### src/hw/rtl/twa_pkg.sv
package twa_pkg;

    localparam int DivSteps = 32;

    localparam logic [3:0] KIND_ADD    = 4'd0;
    localparam logic [3:0] KIND_SUB    = 4'd1;
    localparam logic [3:0] KIND_MUL    = 4'd2;
    localparam logic [3:0] KIND_DIV    = 4'd3;
    localparam logic [3:0] KIND_NUMEQ  = 4'd4;
    localparam logic [3:0] KIND_LESS   = 4'd5;
    localparam logic [3:0] KIND_LESSEQ = 4'd6;
    localparam logic [3:0] KIND_EQ     = 4'd7;
    localparam logic [3:0] KIND_ISINT  = 4'd8;
    localparam logic [3:0] KIND_ISVOID = 4'd9;
    localparam logic [3:0] KIND_ISPROC = 4'd10;
    localparam logic [3:0] KIND_ISNULL = 4'd11;
    localparam logic [3:0] KIND_ISCONS = 4'd12;
    localparam logic [3:0] KIND_NOT    = 4'd13;

    localparam logic [1:0] ERR_NONE  = 2'd0;
    localparam logic [1:0] ERR_A_TAG = 2'd1;
    localparam logic [1:0] ERR_B_TAG = 2'd2;
    localparam logic [1:0] ERR_DIV0  = 2'd3;

    localparam logic [2:0] TAG_INT  = 3'd2;
    localparam logic [2:0] TAG_PROC = 3'd0;
    localparam logic [2:0] TAG_CONS = 3'd1;

    localparam logic [63:0] WORD_TRUE  = 64'd31;
    localparam logic [63:0] WORD_FALSE = 64'd15;
    localparam logic [63:0] WORD_VOID  = 64'd39;
    localparam logic [63:0] WORD_NULL  = 64'd0;

    // One item as it travels down the divider chain.
    typedef struct packed {
        logic        is_div;
        logic        neg_q;
        logic [1:0]  err;
        logic [63:0] res;
        logic [31:0] rem;
        logic [31:0] dvs;
        logic [31:0] quo;
    } t_lane;

    function automatic logic [63:0] pack_int_word(input logic [31:0] value);
        return {value, 29'd0, TAG_INT};
    endfunction

endpackage

### src/hw/rtl/twa_div_cell.sv
module twa_div_cell import twa_pkg::*; (
    input  logic  i_clk,
    input  logic  i_rst_n,
    input  logic  i_valid,
    output logic  o_ready,
    input  t_lane i_lane,
    output logic  o_valid,
    output t_lane o_lane,
    input  logic  i_ready
);

    logic        r_valid;
    t_lane       r_lane;
    t_lane       n_lane;
    logic [32:0] w_trial;
    logic [32:0] w_diff;
    logic        w_ge;

    // One restoring step: bring in the next dividend bit, subtract if it fits.
    assign w_trial = {i_lane.rem, i_lane.quo[31]};
    assign w_diff  = w_trial - {1'b0, i_lane.dvs};
    assign w_ge    = (w_trial >= {1'b0, i_lane.dvs});

    always_comb begin
        n_lane     = i_lane;
        n_lane.rem = w_ge ? w_diff[31:0] : w_trial[31:0];
        n_lane.quo = {i_lane.quo[30:0], w_ge};
    end

    assign o_ready = !r_valid || i_ready;

    always_ff @(posedge i_clk) begin
        if (!i_rst_n) begin
            r_valid <= 1'b0;
        end else if (o_ready) begin
            r_valid <= i_valid;
        end
        if (o_ready && i_valid) begin
            r_lane <= n_lane;
        end
    end

    assign o_valid = r_valid;
    assign o_lane  = r_lane;

endmodule

### config.mk
export PLATFORM = sky130hd
export DESIGN_NAME = twa_div_cell
export DESIGN_NICKNAME = d
export VERILOG_FILES = /design/src/hw/rtl/twa_pkg.sv /design/src/hw/rtl/twa_div_cell.sv
export SDC_FILE = /design/constraint.sdc
export NUM_CORES = 1
export LEC_CHECK = 0
export BUFFER_PORTS_ARGS = -buffer_cell sky130_fd_sc_hd__buf_2
export CAP_MARGIN = 20
export CORE_AREA = 2 2 129 131
export DETAILED_ROUTE_END_ITERATION = 12
export DIE_AREA = 0 0 131 133
export PLACE_DENSITY = 0.77
export SYNTH_ARGS = -nofsm -noshare
export SYNTH_HDL_FRONTEND = slang
export SYNTH_SLANG_ARGS = --single-unit
### constraint.sdc
create_clock -name i_clk -period 10.5 [get_ports i_clk]
set_input_delay 0 -clock i_clk [delete_from_list [all_inputs] [get_ports i_clk]]
set_output_delay 0 -clock i_clk [all_outputs]
set_load 0.01 [all_outputs]
==> summary.md <==
| Metric | Value |
|---|---|
| Outcome | `finished, final reports clean` |
| Core area | `16,200 sq um` |
| Commonest non-fill, non-tap cells in the layout | `buf_2 (333), dlygate4sd3_1 (164), edfxtp_1 (164), a21oi_1 (55), inv_1 (39)` |
| Number of remaining DRC errors | `0` |
| DR pass1 iterations | `5` |
| Flop and latch count out of synthesis | `165` |
| Worst setup SP type | `primary input` |
| Sink Count | `165` |
| PwrDens | `154 nW/um^2` |
| Register area | `4940 sq um` |
| Mapped cell area | `7160 sq um` |
| Delay of the slowest cell on the worst path | `630 ps` |
| Compound-gate portion of the synthesized area | `0.105` |
| Main synth FF type | `edfxtp_1` |
| Main combinational cell family by area after synthesis | `compound AO/OA/AOI/OAI gates` |
| Tightest Pin Transition | `970 ps` |
| Worst rel slew slack | `0.353` |
| Setup violators final | `0` |
| Via count | `6,309` |
| FMAX | `255 MHz` |
| Slowest CP cell | `o31ai_4` |
| Net count reported at finish | `1,215` |
| Area share of the largest cell type after synthesis | `0.688` |
| CTS resizes | `0` |
| Post-DP HPWL | `15,700 um` |
| Fillers | `1,080` |
| Fin. Hold Viols | `0` |
| Clock Path Buffers | `2` |
| Root Driver | `clkbuf_16` |
| Rows | `47` |
| Die X | `131 um` |
| Routed vias/inst | `5.05` |
| Die Footprint | `17,400 sq um` |
| Hold Crit Depth | `4` |
| CTS Hold Bufs | `164` |
| CTS tree | `built` |
| Post-synthesis simple-gate area fraction | `0.0635` |
| Routed Antenna Nets | `0` |
| Initial antenna violation count | `3` |
| R2R cell count | `4` |
| Total wire length | `24,800 um` |
| Fin util | `0.699` |
| Worst hold path type | `primary input to flop` |
| IO Port Bufs | `333` |
| GRT overflow | `0` |
| Synth area leaders | `edfxtp_1 (69%), ha_1 (5.6%), a21oi_1 (3.8%)` |
| H-tree levels | `4` |
| Syn-to-layout area delta | `57.9%` |
| Via count of the first global-routing pass | `6,389` |
| Lkg Pwr | `4.96 nW` |
| Layout Skew | `6.37 ps` |
| VDD IR max | `0.116 mV` |
| Total negative slack | `0 ps` |
| Share of cells above drive strength 1 | `0.369` |
| Post-synth EDFFs | `164` |
| Critical Path Start | `i_lane[47]` |
| GPL Wtd Cong | `0.882` |
| Hold Path Origin | `i_lane[91]` |
| Max-cap violations | `0` |
| Avg Inst Size Synth | `14.0 sq um` |
| Die height | `133 um` |
| TritonCTS Buffers | `17` |
| Clk slew on worst S/H paths | `80 ps` |
| XOR/XNOR share of the synthesized area | `0.0330` |
| First-pass GRT wire length | `35,900 um` |
| Cell count after synthesis | `510` |
| Adder-Cell Fraction of Synth Area | `0.0587` |
| Most common cell after layout, fill and taps aside | `buf_2` |
| Sequential share of the synthesized area | `0.691` |
| Worst endpoint required time | `10,670 ps` |
| Distinct cell type count after synthesis | `49` |
| Mux contribution to synthesized area | `0.0185` |
| Routed len/inst | `19.9 um` |
| Min Tclk post-route | `3930 ps` |
| Pin count of the biggest net entering global routing | `92` |
| I/O pin count | `334` |
| Fin. max-slew vios | `0` |
| Total track usage | `0.280` |
| Clock Latency Late Sink | `420 ps` |
| YS warnings | `0` |
| Syn nets | `711` |
| Cell chain of the critical path | `dlygate4sd3_1, buf_2, inv_1, ha_1, nand4_1, or4_1, a21oi_1, nor3_1, a211oi_2, o21ai_2, o31ai_4, buf_4, mux2_2` |
| Synth async-reset ratio | `0` |
| Setup CP Type | `primary input to flop` |
| Area of the multi-input gates | `2000 sq um` |
| Critical path endpoint category | `flop` |
| RR Startpoint | `o_valid$_SDFFE_PN0N_` |
| CP arrival | `4100 ps` |
| RSZ-0062 raised after global routing | `false` |
| Period Utilization, post-route | `0.374` |
| Worst-path fanout max | `41` |
| Postcts setup bufs | `0` |
| 1st-iter DRT viols | `492` |
| Cell taking the most area after synthesis | `edfxtp_1` |
| Initial Util | `0.443` |
==> through the flow <==
step	instances	hold slack [ps]	worst slack, ps	cell area [sq um]	total power, mW
final	1250	50.0	6570	11300	1.75
after global routing	1249	55.4	6340	11300	1.80
after CTS	1246	25.5	6560	11300	1.74
after detailed placement	1050	178	6730	9040	1.08
after global placement	1050	177	6840	9040	1.08
after floorplan	510	98.9	5680	7160	0.974
==> final timing paths <==
| check | slack [ps] | end |
|---|---|---|
| setup / recovery | 6570 | o_lane[70]$_DFFE_PP_ |
| hold / removal | 50 | o_lane[92]$_DFFE_PP_ |
| setup reg to reg | 8010 | o_lane[72]$_DFFE_PP_ |
| hold reg to reg | 1140 | o_valid$_SDFFE_PN0N_ |
==> synthesized netlist by cell type, types with 5 or more instances <==
master	number
edfxtp_1	164
o21a_1	6
clkbuf_1	8
nor2_1	37
nand2b_1	5
nand4_1	7
inv_1	39
nand2_1	28
xor2_1	12
o21ai_0	15
a21oi_1	55
mux2_2	6
a21o_1	13
xnor2_1	15
ha_1	32
nand3_1	8
==> metal layers <==
layer	vias to the layer above	track usage	wire, um
li1	2911	-	-
met1	2970	0.326	9620
met2	344	0.455	11900
met3	82	0.0938	2080
met4	2	0.150	1190
met5	-	0	12
==> registers in the layout, indices dropped and copies added (netlist names) <==
name,flops
o_lane,164
o_valid,1
==> cell type report <==
type                            count  area share
Antenna cell                        3    0.000664
Clock buffer                       17      0.0376
Clock inverter                     15      0.0136
Multi-Input combinational cell    291       0.177
Tap cell                          220      0.0244
Inverter                           39      0.0130
Sequential cell                   165       0.438
Timing Repair Buffer              500       0.297
==> critical path: cells and delay by family <==
kind / cells / cell delay (ps)
compound gates: 4 / 1160
buf+inv: 4 / 1220
fa+ha+maj: 1 / 440
mux: 1 / 390
simple gates: 3 / 840
==> cells by family after synthesis <==
family,after synthesis
adder cells (fa/ha/maj),33
AO/OA/AOI/OAI,119
buffers and inverters,54
multiplexers,12
AND/OR/NAND/NOR,100
XOR/XNOR,27
flip-flops,165
==> report_power, final <==
group          internal, mW  leakage [nW]  switching, mW
registers             0.786          1.59         0.0125
clock network         0.318         0.286          0.294
logic                 0.155          3.08          0.180
total                  1.26          4.96          0.487
Power figures use the tool's default switching activity.
