--- src/hw/rtl/twa_pkg.sv ---
package twa_pkg;

    localparam int DivSteps = 32;

    localparam logic [3:0] KIND_ADD    = 4'd0;
    localparam logic [3:0] KIND_SUB    = 4'd1;
    localparam logic [3:0] KIND_MUL    = 4'd2;
    localparam logic [3:0] KIND_DIV    = 4'd3;
    localparam logic [3:0] KIND_NUMEQ  = 4'd4;
    localparam logic [3:0] KIND_LESS   = 4'd5;
    localparam logic [3:0] KIND_LESSEQ = 4'd6;
    localparam logic [3:0] KIND_EQ     = 4'd7;
    localparam logic [3:0] KIND_ISINT  = 4'd8;
    localparam logic [3:0] KIND_ISVOID = 4'd9;
    localparam logic [3:0] KIND_ISPROC = 4'd10;
    localparam logic [3:0] KIND_ISNULL = 4'd11;
    localparam logic [3:0] KIND_ISCONS = 4'd12;
    localparam logic [3:0] KIND_NOT    = 4'd13;

    localparam logic [1:0] ERR_NONE  = 2'd0;
    localparam logic [1:0] ERR_A_TAG = 2'd1;
    localparam logic [1:0] ERR_B_TAG = 2'd2;
    localparam logic [1:0] ERR_DIV0  = 2'd3;

    localparam logic [2:0] TAG_INT  = 3'd2;
    localparam logic [2:0] TAG_PROC = 3'd0;
    localparam logic [2:0] TAG_CONS = 3'd1;

    localparam logic [63:0] WORD_TRUE  = 64'd31;
    localparam logic [63:0] WORD_FALSE = 64'd15;
    localparam logic [63:0] WORD_VOID  = 64'd39;
    localparam logic [63:0] WORD_NULL  = 64'd0;

    // One item as it travels down the divider chain.
    typedef struct packed {
        logic        is_div;
        logic        neg_q;
        logic [1:0]  err;
        logic [63:0] res;
        logic [31:0] rem;
        logic [31:0] dvs;
        logic [31:0] quo;
    } t_lane;

    function automatic logic [63:0] pack_int_word(input logic [31:0] value);
        return {value, 29'd0, TAG_INT};
    endfunction

endpackage

--- src/hw/rtl/twa_back.sv ---
module twa_back import twa_pkg::*; (
    input  logic        i_clk,
    input  logic        i_rst_n,
    input  logic        i_valid,
    output logic        o_ready,
    input  t_lane       i_lane,
    output logic        o_valid,
    output logic [63:0] o_result_word,
    output logic [1:0]  o_error_code,
    input  logic        i_ready
);

    logic        r_valid;
    logic [63:0] r_result_word;
    logic [1:0]  r_error_code;
    logic [31:0] w_quot;
    logic [63:0] n_result_word;

    // Apply the quotient sign; minimum over minus one wraps back to minimum.
    assign w_quot        = i_lane.neg_q ? (~i_lane.quo + 32'd1) : i_lane.quo;
    assign n_result_word = i_lane.is_div ? pack_int_word(w_quot) : i_lane.res;

    assign o_ready = !r_valid || i_ready;

    always_ff @(posedge i_clk) begin
        if (!i_rst_n) begin
            r_valid <= 1'b0;
        end else if (o_ready) begin
            r_valid <= i_valid;
        end
        if (o_ready && i_valid) begin
            r_result_word <= n_result_word;
            r_error_code  <= i_lane.err;
        end
    end

    assign o_valid       = r_valid;
    assign o_result_word = r_result_word;
    assign o_error_code  = r_error_code;

endmodule

--- config.mk ---
export PLATFORM = sky130hd
export DESIGN_NAME = twa_back
export DESIGN_NICKNAME = d
export VERILOG_FILES = /design/src/hw/rtl/twa_pkg.sv /design/src/hw/rtl/twa_back.sv
export SDC_FILE = /design/constraint.sdc
export NUM_CORES = 1
export LEC_CHECK = 0
export BUFFER_PORTS_ARGS = -buffer_cell sky130_fd_sc_hd__buf_4
export CORE_ASPECT_RATIO = 2
export CORE_MARGIN = 3
export CORE_UTILIZATION = 39
export CTS_CLUSTER_SIZE = 20
export DETAILED_ROUTE_END_ITERATION = 12
export GPL_TIMING_DRIVEN = 0
export PLACE_DENSITY_LB_ADDON = 0.08
export SYNTH_ARGS = -nofsm -noshare
export SYNTH_HDL_FRONTEND = slang
export SYNTH_SLANG_ARGS = --single-unit
--- constraint.sdc ---
create_clock -name i_clk -period 2.4 [get_ports i_clk]
set_input_delay 0.12 -clock i_clk [delete_from_list [all_inputs] [get_ports i_clk]]
set_output_delay 0.12 -clock i_clk [all_outputs]
set_load 0.01 [all_outputs]
==> results.txt <==
----------------------------------------------------
[Placement]
  DP Worst Slack ... -0.183 ns
  HPWL after DPL ... 8700 um
  Final estimated routing congestion in global placement ... 0.936
  Port-buffer cells ... 169
  Dpl cells ... 607

[Critical path]
  Nature of the critical path endpoint ... register
  Cell at the slowest stage of the critical path ... sky130_fd_sc_hd__nor4_4
  Largest fanout on the critical path ... 9
  Cells along the critical path ... buf_4, inv_1, ha_1, or3b_2, buf_2, nor4_4, a31oi_1, or3b_2
  Arr. time, crit path ... 2.30 ns
  Number of buffer and inverter instances along the worst setup path ... 3
  Worst Setup Start Kind ... input port
  Worst stage delay on the critical path ... 0.52 ns
  Most frequent cell on the critical path ... sky130_fd_sc_hd__or3b_2
  Crit-path leading delay family ... simple AND/OR/NAND/NOR gates
  Crit Path Category ... input port to register
  Worst EP required ... 2.47 ns

[Power and ir drop]
  Peak ir drop on the vdd network ... 372 uV
  Standby leakage power ... 2.16 nW
  PwrDens ... 615 mW/mm2

[Floorplan]
  Die H ... about 140 um
  Initial Util ... 40.2%
  Top-level I/O count ... around 240
  Number of rows in the core area ... 49
  Die extent in x ... between 70 and 80 um
  Core Footprint ... 0.00901 mm2
  Total die area ... ~0.011 mm2

[GRT]
  Overflow after GRT ... 0
  Global-route met1 utilization ... between 20 and 25%
  Antenna violations before repair ... 0
  Wire length of the first global-routing pass ... 16900 um
  Busiest metal layer after global routing ... met2
  Maximum number of pins on one net before global-route repair ... 67
  GR Util met2 ... 38.3%
  Global routing usage summed across all routing layers ... 21.5%
  Number of global-route vias before repair ... 3451
  Met3 track demand over resource in global routing ... approximately 5.5%

[Detailed routing]
  Remaining DRCs ... 0
  Total number of vias ... 3444
  Remaining antenna violation count ... 0
  First drt pass iteration count ... 4
  Wire length per cell after detailed routing ... 18.4 um
  Routed wire length ... 11500 um
  Starting DRT DRC Count ... 207
  Vias per Instance ... around 5.5

[Synth]
  Post-synth top area share ... 54.7%
  Library cell occupying the most area in the post-synthesis netlist ... sky130_fd_sc_hd__edfxtp_1
  Most area-consuming cells after synthesis ... sky130_fd_sc_hd__edfxtp_1 (55%), sky130_fd_sc_hd__nor2b_1 (7.1%), sky130_fd_sc_hd__nor2_1 (2.9%)
  Synth Area per Inst ... between 10 and 15 um2
  Top post-synthesis cells by count ... sky130_fd_sc_hd__edfxtp_1 (66), sky130_fd_sc_hd__nor2b_1 (41), sky130_fd_sc_hd__nor2_1 (28)
  Syn Std Cell Area ... around 0.0036 mm2
  Number of synthesized flops with an enable pin ... 66
  Leading cell type by number of instances after synthesis ... sky130_fd_sc_hd__edfxtp_1
  Cell count after synthesis ... 336
  Share of synthesized area occupied by flip-flops and latches ... 55.2%
  Total nets after synthesis ... 505
  Cell variety after synth ... 46
  Total of warnings raised by yosys ... 0
  Number of synthesized register bits ... 67
  Most common flop cell mapped by yosys ... sky130_fd_sc_hd__edfxtp_1
  Proportion of synthesized flip-flops having asynchronous set or reset ... 0%

[Clock tree]
  Maximum number of buffers from clock root to sink ... 2
  Insertion delay of the later-clocked pin in the worst-skew pair ... 0.33 ns
  Clock root buffer ... sky130_fd_sc_hd__clkbuf_16
  CTS clk-pin slew, worst paths ... ~0.06 ns
  Clock tree from TritonCTS ... done
  Number of buffers created by CTS ... 9
  Buffers inserted during post-CTS setup optimization ... 0
  CTS H-tree lvls ... 3
  Number of sinks driven by the clock tree ... 67

[Finish]
  Share of layout cells above drive strength 1 ... between 30 and 40%
  Final-stage net count ... a little under 700
  Post-route insts no fill ... 625
  Antenna fix cells ... 0
  Syn-to-layout area delta ... 47.4%

[Timing]
  Setup repair after global routing missed its margin ... no
  Number of failing hold endpoints at the final stage ... 0
  Slew margin rel. ... between 40% and 50%
  Setup slack after layout ... between 0.15 and 0.2 ns
  Endpoints failing setup ... 0
  Setup clock skew after layout ... roughly 0.003 ns
  Worst hold slack ... 0.0456 ns
  Period utilisation layout ... 93.0%
  Maximum clock frequency ... 448 MHz
  Tightest Pin Transition ... 0.860 ns
  Total count of max-transition violations in the final report ... 0
  Final critical-path required period ... 2.23 ns

[Job]
  Reported max-cap violation count ... 0

[Outcome]
  Outcome ... completed

[Min path]
  Type of the tightest min-delay check ... input port to register

----------------------------------------------------
-- worst reg2reg max path, stage by stage, from the launching register on --
cell and delay (ns):
sky130_fd_sc_hd__dfxtp_1 0.31, sky130_fd_sc_hd__nand2b_1 0.10, sky130_fd_sc_hd__and2_4 0.71
-- path summary, 6_finish.rpt --
kind / startpoint / to / slack (ns) / depth (start not counted)
worst max register to register: o_valid / o_result_word[52] / 0.85 / 2
worst max-delay path: i_lane[0] / o_result_word[54] / 0.17 / 8
worst min register to register: o_valid / o_valid / 0.55 / 2
worst min-delay path: i_lane[97] / o_result_word[1] / 0.05 / 2
-- layer usage --
metal | vias up | routed length [um]
li1 | 1652 | -
met2 | 160 | 6190
met5 | - | 0
met1 | 1610 | 4000
met4 | 0 | 382
met3 | 22 | 927
-- timing repair --
action                     4_1_cts  5_1_grt
hold endpoints to repair         2        0
resized for setup                0        1
hold buffers                     2        0
setup endpoints to repair        0        2
-- registers in the layout (all words and copies together) (netlist names) --
register and flops:
o_result_word 64, o_error_code 2, o_valid 1
-- cell families after synthesis --
group	count (synthesis)	share of synthesized area, %
compound gates	64	12.1
xor+xnor	12	2.90
fa+ha+maj	1	0.345
buf+inv	31	3.52
flops	67	55.2
mux	2	0.587
simple gates	159	25.3
-- power breakdown --
part | switching [mW] | internal [mW] | total, mW
combinational | 0.281 | 0.287 | 0.568
clock | 0.506 | 0.799 | 1.31
sequential | 0.0225 | 1.39 | 1.41
-- layout by cell type, fill, tap and decap left out, types with 3 or more instances in the layout --
| cell type | n |
|---|---|
| sky130_fd_sc_hd__buf_4 | 169 |
| sky130_fd_sc_hd__edfxtp_1 | 66 |
| sky130_fd_sc_hd__nor2b_1 | 41 |
| sky130_fd_sc_hd__nor2_1 | 28 |
| sky130_fd_sc_hd__clkbuf_1 | 17 |
| sky130_fd_sc_hd__nand3_1 | 16 |
| sky130_fd_sc_hd__a21oi_1 | 13 |
| sky130_fd_sc_hd__a31oi_1 | 12 |
| sky130_fd_sc_hd__o21ai_0 | 11 |
| sky130_fd_sc_hd__or4_1 | 11 |
| sky130_fd_sc_hd__nand2_1 | 11 |
| sky130_fd_sc_hd__xor2_1 | 11 |
| sky130_fd_sc_hd__or3_1 | 10 |
| sky130_fd_sc_hd__nand4_1 | 10 |
| sky130_fd_sc_hd__nor3_1 | 9 |
| sky130_fd_sc_hd__clkbuf_16 | 9 |
| sky130_fd_sc_hd__inv_1 | 7 |
| sky130_fd_sc_hd__o41ai_1 | 6 |
| sky130_fd_sc_hd__nor4_1 | 5 |
| sky130_fd_sc_hd__o31ai_1 | 5 |
| sky130_fd_sc_hd__nand2b_1 | 4 |
| sky130_fd_sc_hd__a2111o_1 | 4 |
| sky130_fd_sc_hd__buf_2 | 3 |
-- through the flow --
| step | total power, mW | area, um2 | util [%] | setup TNS, ns |
|---|---|---|---|---|
| 3_3_place_gp | 2.00 | 5020 | 55.7 | -1.00 |
| 4_1_cts | 3.32 | 5340 | 59.2 | 0 |
| 5_1_grt | 3.43 | 5350 | 59.3 | 0 |
| 2_1_floorplan | 1.67 | 3630 | - | 0 |
| 3_5_place_dp | 2.01 | 5020 | 55.8 | -0.879 |
| 6_report | 3.29 | 5350 | 59.3 | 0 |
-- cell type report --
class                           instances  area [um2]
Fill cell                             825        3670
Sequential cell                        67        2000
Multi-Input combinational cell        238        1510
Timing Repair Buffer                  171        1290
Clock buffer                            9         225
Tap cell                              102         128
Buffer                                 23        97.6
Clock inverter                          7        68.8
Inverter                                8        30.0
Note: power is estimated with default switching activity, not from simulation.
