### src/hw/rtl/twa_pkg.sv
package twa_pkg;

    localparam int DivSteps = 32;

    localparam logic [3:0] KIND_ADD    = 4'd0;
    localparam logic [3:0] KIND_SUB    = 4'd1;
    localparam logic [3:0] KIND_MUL    = 4'd2;
    localparam logic [3:0] KIND_DIV    = 4'd3;
    localparam logic [3:0] KIND_NUMEQ  = 4'd4;
    localparam logic [3:0] KIND_LESS   = 4'd5;
    localparam logic [3:0] KIND_LESSEQ = 4'd6;
    localparam logic [3:0] KIND_EQ     = 4'd7;
    localparam logic [3:0] KIND_ISINT  = 4'd8;
    localparam logic [3:0] KIND_ISVOID = 4'd9;
    localparam logic [3:0] KIND_ISPROC = 4'd10;
    localparam logic [3:0] KIND_ISNULL = 4'd11;
    localparam logic [3:0] KIND_ISCONS = 4'd12;
    localparam logic [3:0] KIND_NOT    = 4'd13;

    localparam logic [1:0] ERR_NONE  = 2'd0;
    localparam logic [1:0] ERR_A_TAG = 2'd1;
    localparam logic [1:0] ERR_B_TAG = 2'd2;
    localparam logic [1:0] ERR_DIV0  = 2'd3;

    localparam logic [2:0] TAG_INT  = 3'd2;
    localparam logic [2:0] TAG_PROC = 3'd0;
    localparam logic [2:0] TAG_CONS = 3'd1;

    localparam logic [63:0] WORD_TRUE  = 64'd31;
    localparam logic [63:0] WORD_FALSE = 64'd15;
    localparam logic [63:0] WORD_VOID  = 64'd39;
    localparam logic [63:0] WORD_NULL  = 64'd0;

    // One item as it travels down the divider chain.
    typedef struct packed {
        logic        is_div;
        logic        neg_q;
        logic [1:0]  err;
        logic [63:0] res;
        logic [31:0] rem;
        logic [31:0] dvs;
        logic [31:0] quo;
    } t_lane;

    function automatic logic [63:0] pack_int_word(input logic [31:0] value);
        return {value, 29'd0, TAG_INT};
    endfunction

endpackage

### src/hw/rtl/twa_front.sv
module twa_front import twa_pkg::*; (
    input  logic        i_clk,
    input  logic        i_rst_n,
    input  logic        i_valid,
    output logic        o_ready,
    input  logic [3:0]  i_kind,
    input  logic [63:0] i_operand_a,
    input  logic [63:0] i_operand_b,
    output logic        o_valid,
    output t_lane       o_lane,
    input  logic        i_ready
);

    logic        r_valid;
    t_lane       r_lane;
    t_lane       n_lane;
    logic [31:0] w_x;
    logic [31:0] w_y;
    logic [31:0] w_prod;
    logic        w_a_int;
    logic        w_b_int;
    logic        w_lt;
    logic        w_eq;

    assign w_x     = i_operand_a[63:32];
    assign w_y     = i_operand_b[63:32];
    assign w_a_int = (i_operand_a[2:0] == TAG_INT);
    assign w_b_int = (i_operand_b[2:0] == TAG_INT);
    assign w_lt    = ($signed(w_x) < $signed(w_y));
    assign w_eq    = (w_x == w_y);
    assign w_prod  = w_x * w_y;

    always_comb begin
        n_lane        = '0;
        n_lane.res    = WORD_FALSE;
        n_lane.err    = ERR_NONE;
        n_lane.neg_q  = w_x[31] ^ w_y[31];
        n_lane.quo    = w_x[31] ? (~w_x + 32'd1) : w_x;
        n_lane.dvs    = w_y[31] ? (~w_y + 32'd1) : w_y;
        n_lane.rem    = '0;
        n_lane.is_div = 1'b0;
        if (i_kind <= KIND_LESSEQ) begin
            if (!w_a_int) begin
                n_lane.err = ERR_A_TAG;
            end else if (!w_b_int) begin
                n_lane.err = ERR_B_TAG;
            end else begin
                unique case (i_kind)
                    KIND_ADD:   n_lane.res = pack_int_word(w_x + w_y);
                    KIND_SUB:   n_lane.res = pack_int_word(w_x - w_y);
                    KIND_MUL:   n_lane.res = pack_int_word(w_prod);
                    KIND_DIV: begin
                        if (w_y == 32'd0) begin
                            n_lane.err = ERR_DIV0;
                        end else begin
                            n_lane.is_div = 1'b1;
                        end
                    end
                    KIND_NUMEQ: n_lane.res = w_eq ? WORD_TRUE : WORD_FALSE;
                    KIND_LESS:  n_lane.res = w_lt ? WORD_TRUE : WORD_FALSE;
                    default:    n_lane.res = (w_lt || w_eq) ? WORD_TRUE : WORD_FALSE;
                endcase
            end
        end else begin
            unique case (i_kind)
                KIND_EQ:
                    n_lane.res = (i_operand_a == i_operand_b) ? WORD_TRUE : WORD_FALSE;
                KIND_ISINT:
                    n_lane.res = w_a_int ? WORD_TRUE : WORD_FALSE;
                KIND_ISVOID:
                    n_lane.res = (i_operand_a == WORD_VOID) ? WORD_TRUE : WORD_FALSE;
                KIND_ISPROC:
                    n_lane.res = (i_operand_a[2:0] == TAG_PROC) ? WORD_TRUE : WORD_FALSE;
                KIND_ISNULL:
                    n_lane.res = (i_operand_a == WORD_NULL) ? WORD_TRUE : WORD_FALSE;
                KIND_ISCONS:
                    n_lane.res = (i_operand_a[2:0] == TAG_CONS) ? WORD_TRUE : WORD_FALSE;
                KIND_NOT:
                    n_lane.res = (i_operand_a == WORD_FALSE) ? WORD_TRUE : WORD_FALSE;
                default:
                    n_lane.res = WORD_FALSE;
            endcase
        end
        // errors always report a zero word
        if (n_lane.err != ERR_NONE) begin
            n_lane.res = '0;
        end
    end

    assign o_ready = !r_valid || i_ready;

    always_ff @(posedge i_clk) begin
        if (!i_rst_n) begin
            r_valid <= 1'b0;
        end else if (o_ready) begin
            r_valid <= i_valid;
        end
        if (o_ready && i_valid) begin
            r_lane <= n_lane;
        end
    end

    assign o_valid = r_valid;
    assign o_lane  = r_lane;

endmodule

### config.mk
export PLATFORM = sky130hd
export DESIGN_NAME = twa_front
export DESIGN_NICKNAME = d
export VERILOG_FILES = /design/src/hw/rtl/twa_pkg.sv /design/src/hw/rtl/twa_front.sv
export SDC_FILE = /design/constraint.sdc
export NUM_CORES = 2
export LEC_CHECK = 0
export ABC_CLOCK_PERIOD_IN_PS = 10530
export BUFFER_PORTS_ARGS = -buffer_cell sky130_fd_sc_hd__buf_2
export CORE_MARGIN = 4
export CORE_UTILIZATION = 35
export CTS_CLUSTER_SIZE = 12
export DETAILED_ROUTE_END_ITERATION = 8
export PLACE_DENSITY = 0.57
export SETUP_SLACK_MARGIN = 0.15
export SYNTH_ARGS = -nofsm -noshare
export SYNTH_HDL_FRONTEND = slang
export SYNTH_SLANG_ARGS = --single-unit
export TNS_END_PERCENT = 1
### constraint.sdc
create_clock -name i_clk -period 10.53 [get_ports i_clk]
set_clock_uncertainty 0.15 [all_clocks]
set_input_delay 2.106 -clock i_clk [delete_from_list [all_inputs] [get_ports i_clk]]
set_output_delay 2.106 -clock i_clk [all_outputs]
set_load 0.03 [all_outputs]
==> impl_metrics.env <==
export IMPL_core_area_um2=73200
export IMPL_yosysWarnings=0
export IMPL_cts_resized=0
export IMPL_start_kind="input port"
export IMPL_synth_mux_area_frac=0.00116
export IMPL_cap_violations=0
export IMPL_rows=99
export IMPL_final_nets=3872
export IMPL_path_cells="buf_2 > ha_1 > fa_1 > fa_1 > inv_1 > fa_1 > fa_1 > inv_1 > ha_1 > ha_1 > fa_1 > fa_1 > ha_1 > o21ai_0 > a211oi_1 > o2111ai_1 > a2111oi_0 > o31a_1 > o21ai_0 > a21oi_1 > xnor2_1 > a22o_1 > o21ba_1"
export IMPL_cts_root_buf="clkbuf_16"
export IMPL_avgViaCountPerCell=5.46
export IMPL_grt_pass1_vias=21900
export IMPL_grt_remaining_overflow=0
export IMPL_synth_top_family_by_area="adder cells"
export IMPL_drc=0
export IMPL_post_cts_buffers=0
export IMPL_hold_path_class="reg -> reg"
export IMPL_grt_usage=0.253
export IMPL_clkTransAtPathRegs_ns=0.10
export IMPL_antenna_found_initial=10
export IMPL_die_h_um=280
export IMPL_io_buffers=242
export IMPL_ant_nets=0
export IMPL_fin_area_um2=28300
export IMPL_wire_per_inst_um=24.6
export IMPL_fin_crit_sh=0.913
export IMPL_worstPathMaxFanout=35
export IMPL_synth_flop_cell="edfxtp_1"
export IMPL_synthAdderAreaFrac=0.407
export IMPL_worst_path_largest_cell_delay_ns=0.62
export IMPL_slowest_stage="buf_2"
export IMPL_synth_compound_area_share=0.109
export IMPL_synth_cell_types=81
export IMPL_max_slew_margin=0.134
export IMPL_synth_edf_count=103
export IMPL_synthCells=2999
export IMPL_grt_max_degree=60
export IMPL_cp_arrival_ns=9.64
export IMPL_setup_viol=0
export IMPL_drt_pre_antenna_iters=6
export IMPL_slew_viol_final=0
export IMPL_syn_avg_cell_area_um2=8.65
export IMPL_finalWirelength_um=101000
export IMPL_clockBufferDepth=2
export IMPL_clk_latency_ns=0.42
export IMPL_fin_crit_ns=9.61
export IMPL_rr_worst_depth=3
export IMPL_start_util=0.354
export IMPL_gp_congestion=1.02
export IMPL_areaGrowthSynthToFinish_pct=8.94
export IMPL_rsz0062_at_grt="false"
export IMPL_clkSinkCount=104
export IMPL_worst_pin_slew_ns=1.29
export IMPL_vias=22400
export IMPL_tritoncts="built"
export IMPL_synth_xor_area_share=0.0655
export IMPL_drive_gt1_frac=0.109
export IMPL_nFillCells=7554
export IMPL_die_area_um2=78600
export IMPL_outcome="finished, final reports clean"
export IMPL_cts_buffers=9
export IMPL_crit_top_cell="fa_1"
export IMPL_end_kind="register"
export IMPL_pin_count=302
export IMPL_grt_pass1_wl_um=147000
export IMPL_min_path_cells=2
export IMPL_synthSimpleGateAreaFrac=0.187
export IMPL_setup_tns_ns=0
export IMPL_crit_required_ns=10.56
export IMPL_finalHoldViolCount=0
export IMPL_worstSetupPathType="in -> reg"
export IMPL_netlist_area_um2=25900
export IMPL_synth_seq_cells=104
export IMPL_drt_iter0_markers=2470
export IMPL_cts_hold_buf=0
export IMPL_dieWidth_um=280
export IMPL_cts_max_level=3
export IMPL_dp_hpwl_um=82500
export IMPL_placed_area_um2=27900
export IMPL_synth_seq_area_share=0.120
export IMPL_max_freq_mhz=104
export IMPL_async_flop_share=0
[path summary, 6_finish.rpt]
path | endpoint | slack [ns] | startpoint
worst min-delay path | o_valid | 0.39 | o_valid
worst min register to register | o_valid | 0.39 | o_valid
worst max register to register | o_lane[153] | 8.13 | o_valid
worst max-delay path | o_lane[159] | 0.92 | i_operand_a[38]
[metal layers]
metal / GRT usage / routed length [um] / up-vias
met1: 0.348 / 41700 / 11300
met2: 0.394 / 45000 / 1186
met5: 0 / 21 / -
li1: - / - / 9776
met3: 0.0536 / 9740 / 203
met4: 0.0991 / 4400 / 4
[critical path, delay by kind of cell]
kind | cells | cell delay [ns]
compound gates | 9 | 2.54
xor+xnor | 1 | 0.10
fa+ha+maj | 10 | 4.15
buf+inv | 3 | 0.71
[state kept, by name, indices dropped and copies added (netlist names)]
signal	count
o_valid	1
o_lane	103
[cell type report]
type / count / area (um^2) / area share
diodes: 5 / 12.5 / 0.000443
clock buffers: 9 / 225 / 0.00797
clock inverters: 7 / 85.1 / 0.00301
inverters: 457 / 1720 / 0.0607
multi-input cells: 2258 / 20200 / 0.715
flip-flops and latches: 104 / 3110 / 0.110
well taps: 959 / 1200 / 0.0424
repair buffers: 308 / 1720 / 0.0608
[cell families after synthesis]
| group | Yosys count |
|---|---|
| compound gates | 428 |
| xor+xnor | 194 |
| fa+ha+maj | 598 |
| buf+inv | 695 |
| flops | 104 |
| mux | 3 |
| other cells | 1 |
| simple gates | 976 |
[layout by cell type (no fill, tap or decap), types with 12 or more instances in the layout]
cell type / instances
nand2b_1: 20
nand3_1: 30
buf_4: 65
nor4_1: 18
nand4_1: 21
ha_1: 188
a31oi_1: 30
a21oi_1: 90
buf_2: 242
nor3_1: 50
and2_1: 260
a22oi_1: 17
xor2_1: 29
fa_1: 410
nor2_1: 183
a21o_1: 23
a211oi_1: 16
conb_1: 59
or3_1: 27
edfxtp_1: 103
o21ai_0: 86
nor2b_1: 14
o31ai_1: 20
inv_1: 456
xnor2_1: 165
o22ai_1: 23
nand2_1: 310
o21a_1: 19
o32ai_1: 18
o21bai_1: 12
[metrics by stage]
stage                     setup WS (ns)  cells  hold slack [ns]  utilization
after floorplan                    1.23   3057            0.735            -
after global placement            0.718   4086            0.380        0.382
after detailed placement          0.497   4086            0.384        0.382
after CTS                         0.956   4102            0.402        0.386
after global routing              0.649   4103            0.420        0.386
final                             0.915   4107            0.389        0.386
[synth_stat cells, types with 4 or more instances]
library cell  number  share of area
a211o_1            4         0.0013
o21ai_0           86          0.017
o21bai_1          12         0.0035
o22ai_1           23         0.0055
o31ai_1           20         0.0058
nand2b_1          20         0.0048
o211ai_1          10         0.0029
xnor2_1          165          0.056
or4_1             11         0.0032
nor2_1           183          0.026
nand2_1          310          0.045
nand3_1           30         0.0058
a211oi_1          16         0.0046
nor3b_1            4         0.0012
a2111oi_0          4         0.0013
o2111ai_1          4         0.0013
buf_4             61          0.018
a21boi_0           4         0.0012
o21a_1            19         0.0055
clkbuf_1         167          0.024
fa_1             410           0.32
nand4_1           21         0.0051
o41ai_1           11         0.0037
nor2b_1           14         0.0034
xor2_1            29         0.0098
a21oi_1           90          0.017
inv_1            456          0.066
o32ai_1           18         0.0061
and4_1             6         0.0020
a22oi_1           17         0.0049
buf_1              5        0.00072
and3_1             6         0.0014
a31oi_1           30         0.0072
and2_1           261          0.063
a21o_1            23         0.0067
ha_1             188          0.091
or3_1             27         0.0065
nor3_1            50         0.0096
edfxtp_1         103           0.12
nor4_1            18         0.0043
Power is not shown: default switching activity piles up to over one toggle a cycle in this logic, so the estimate is an artifact.
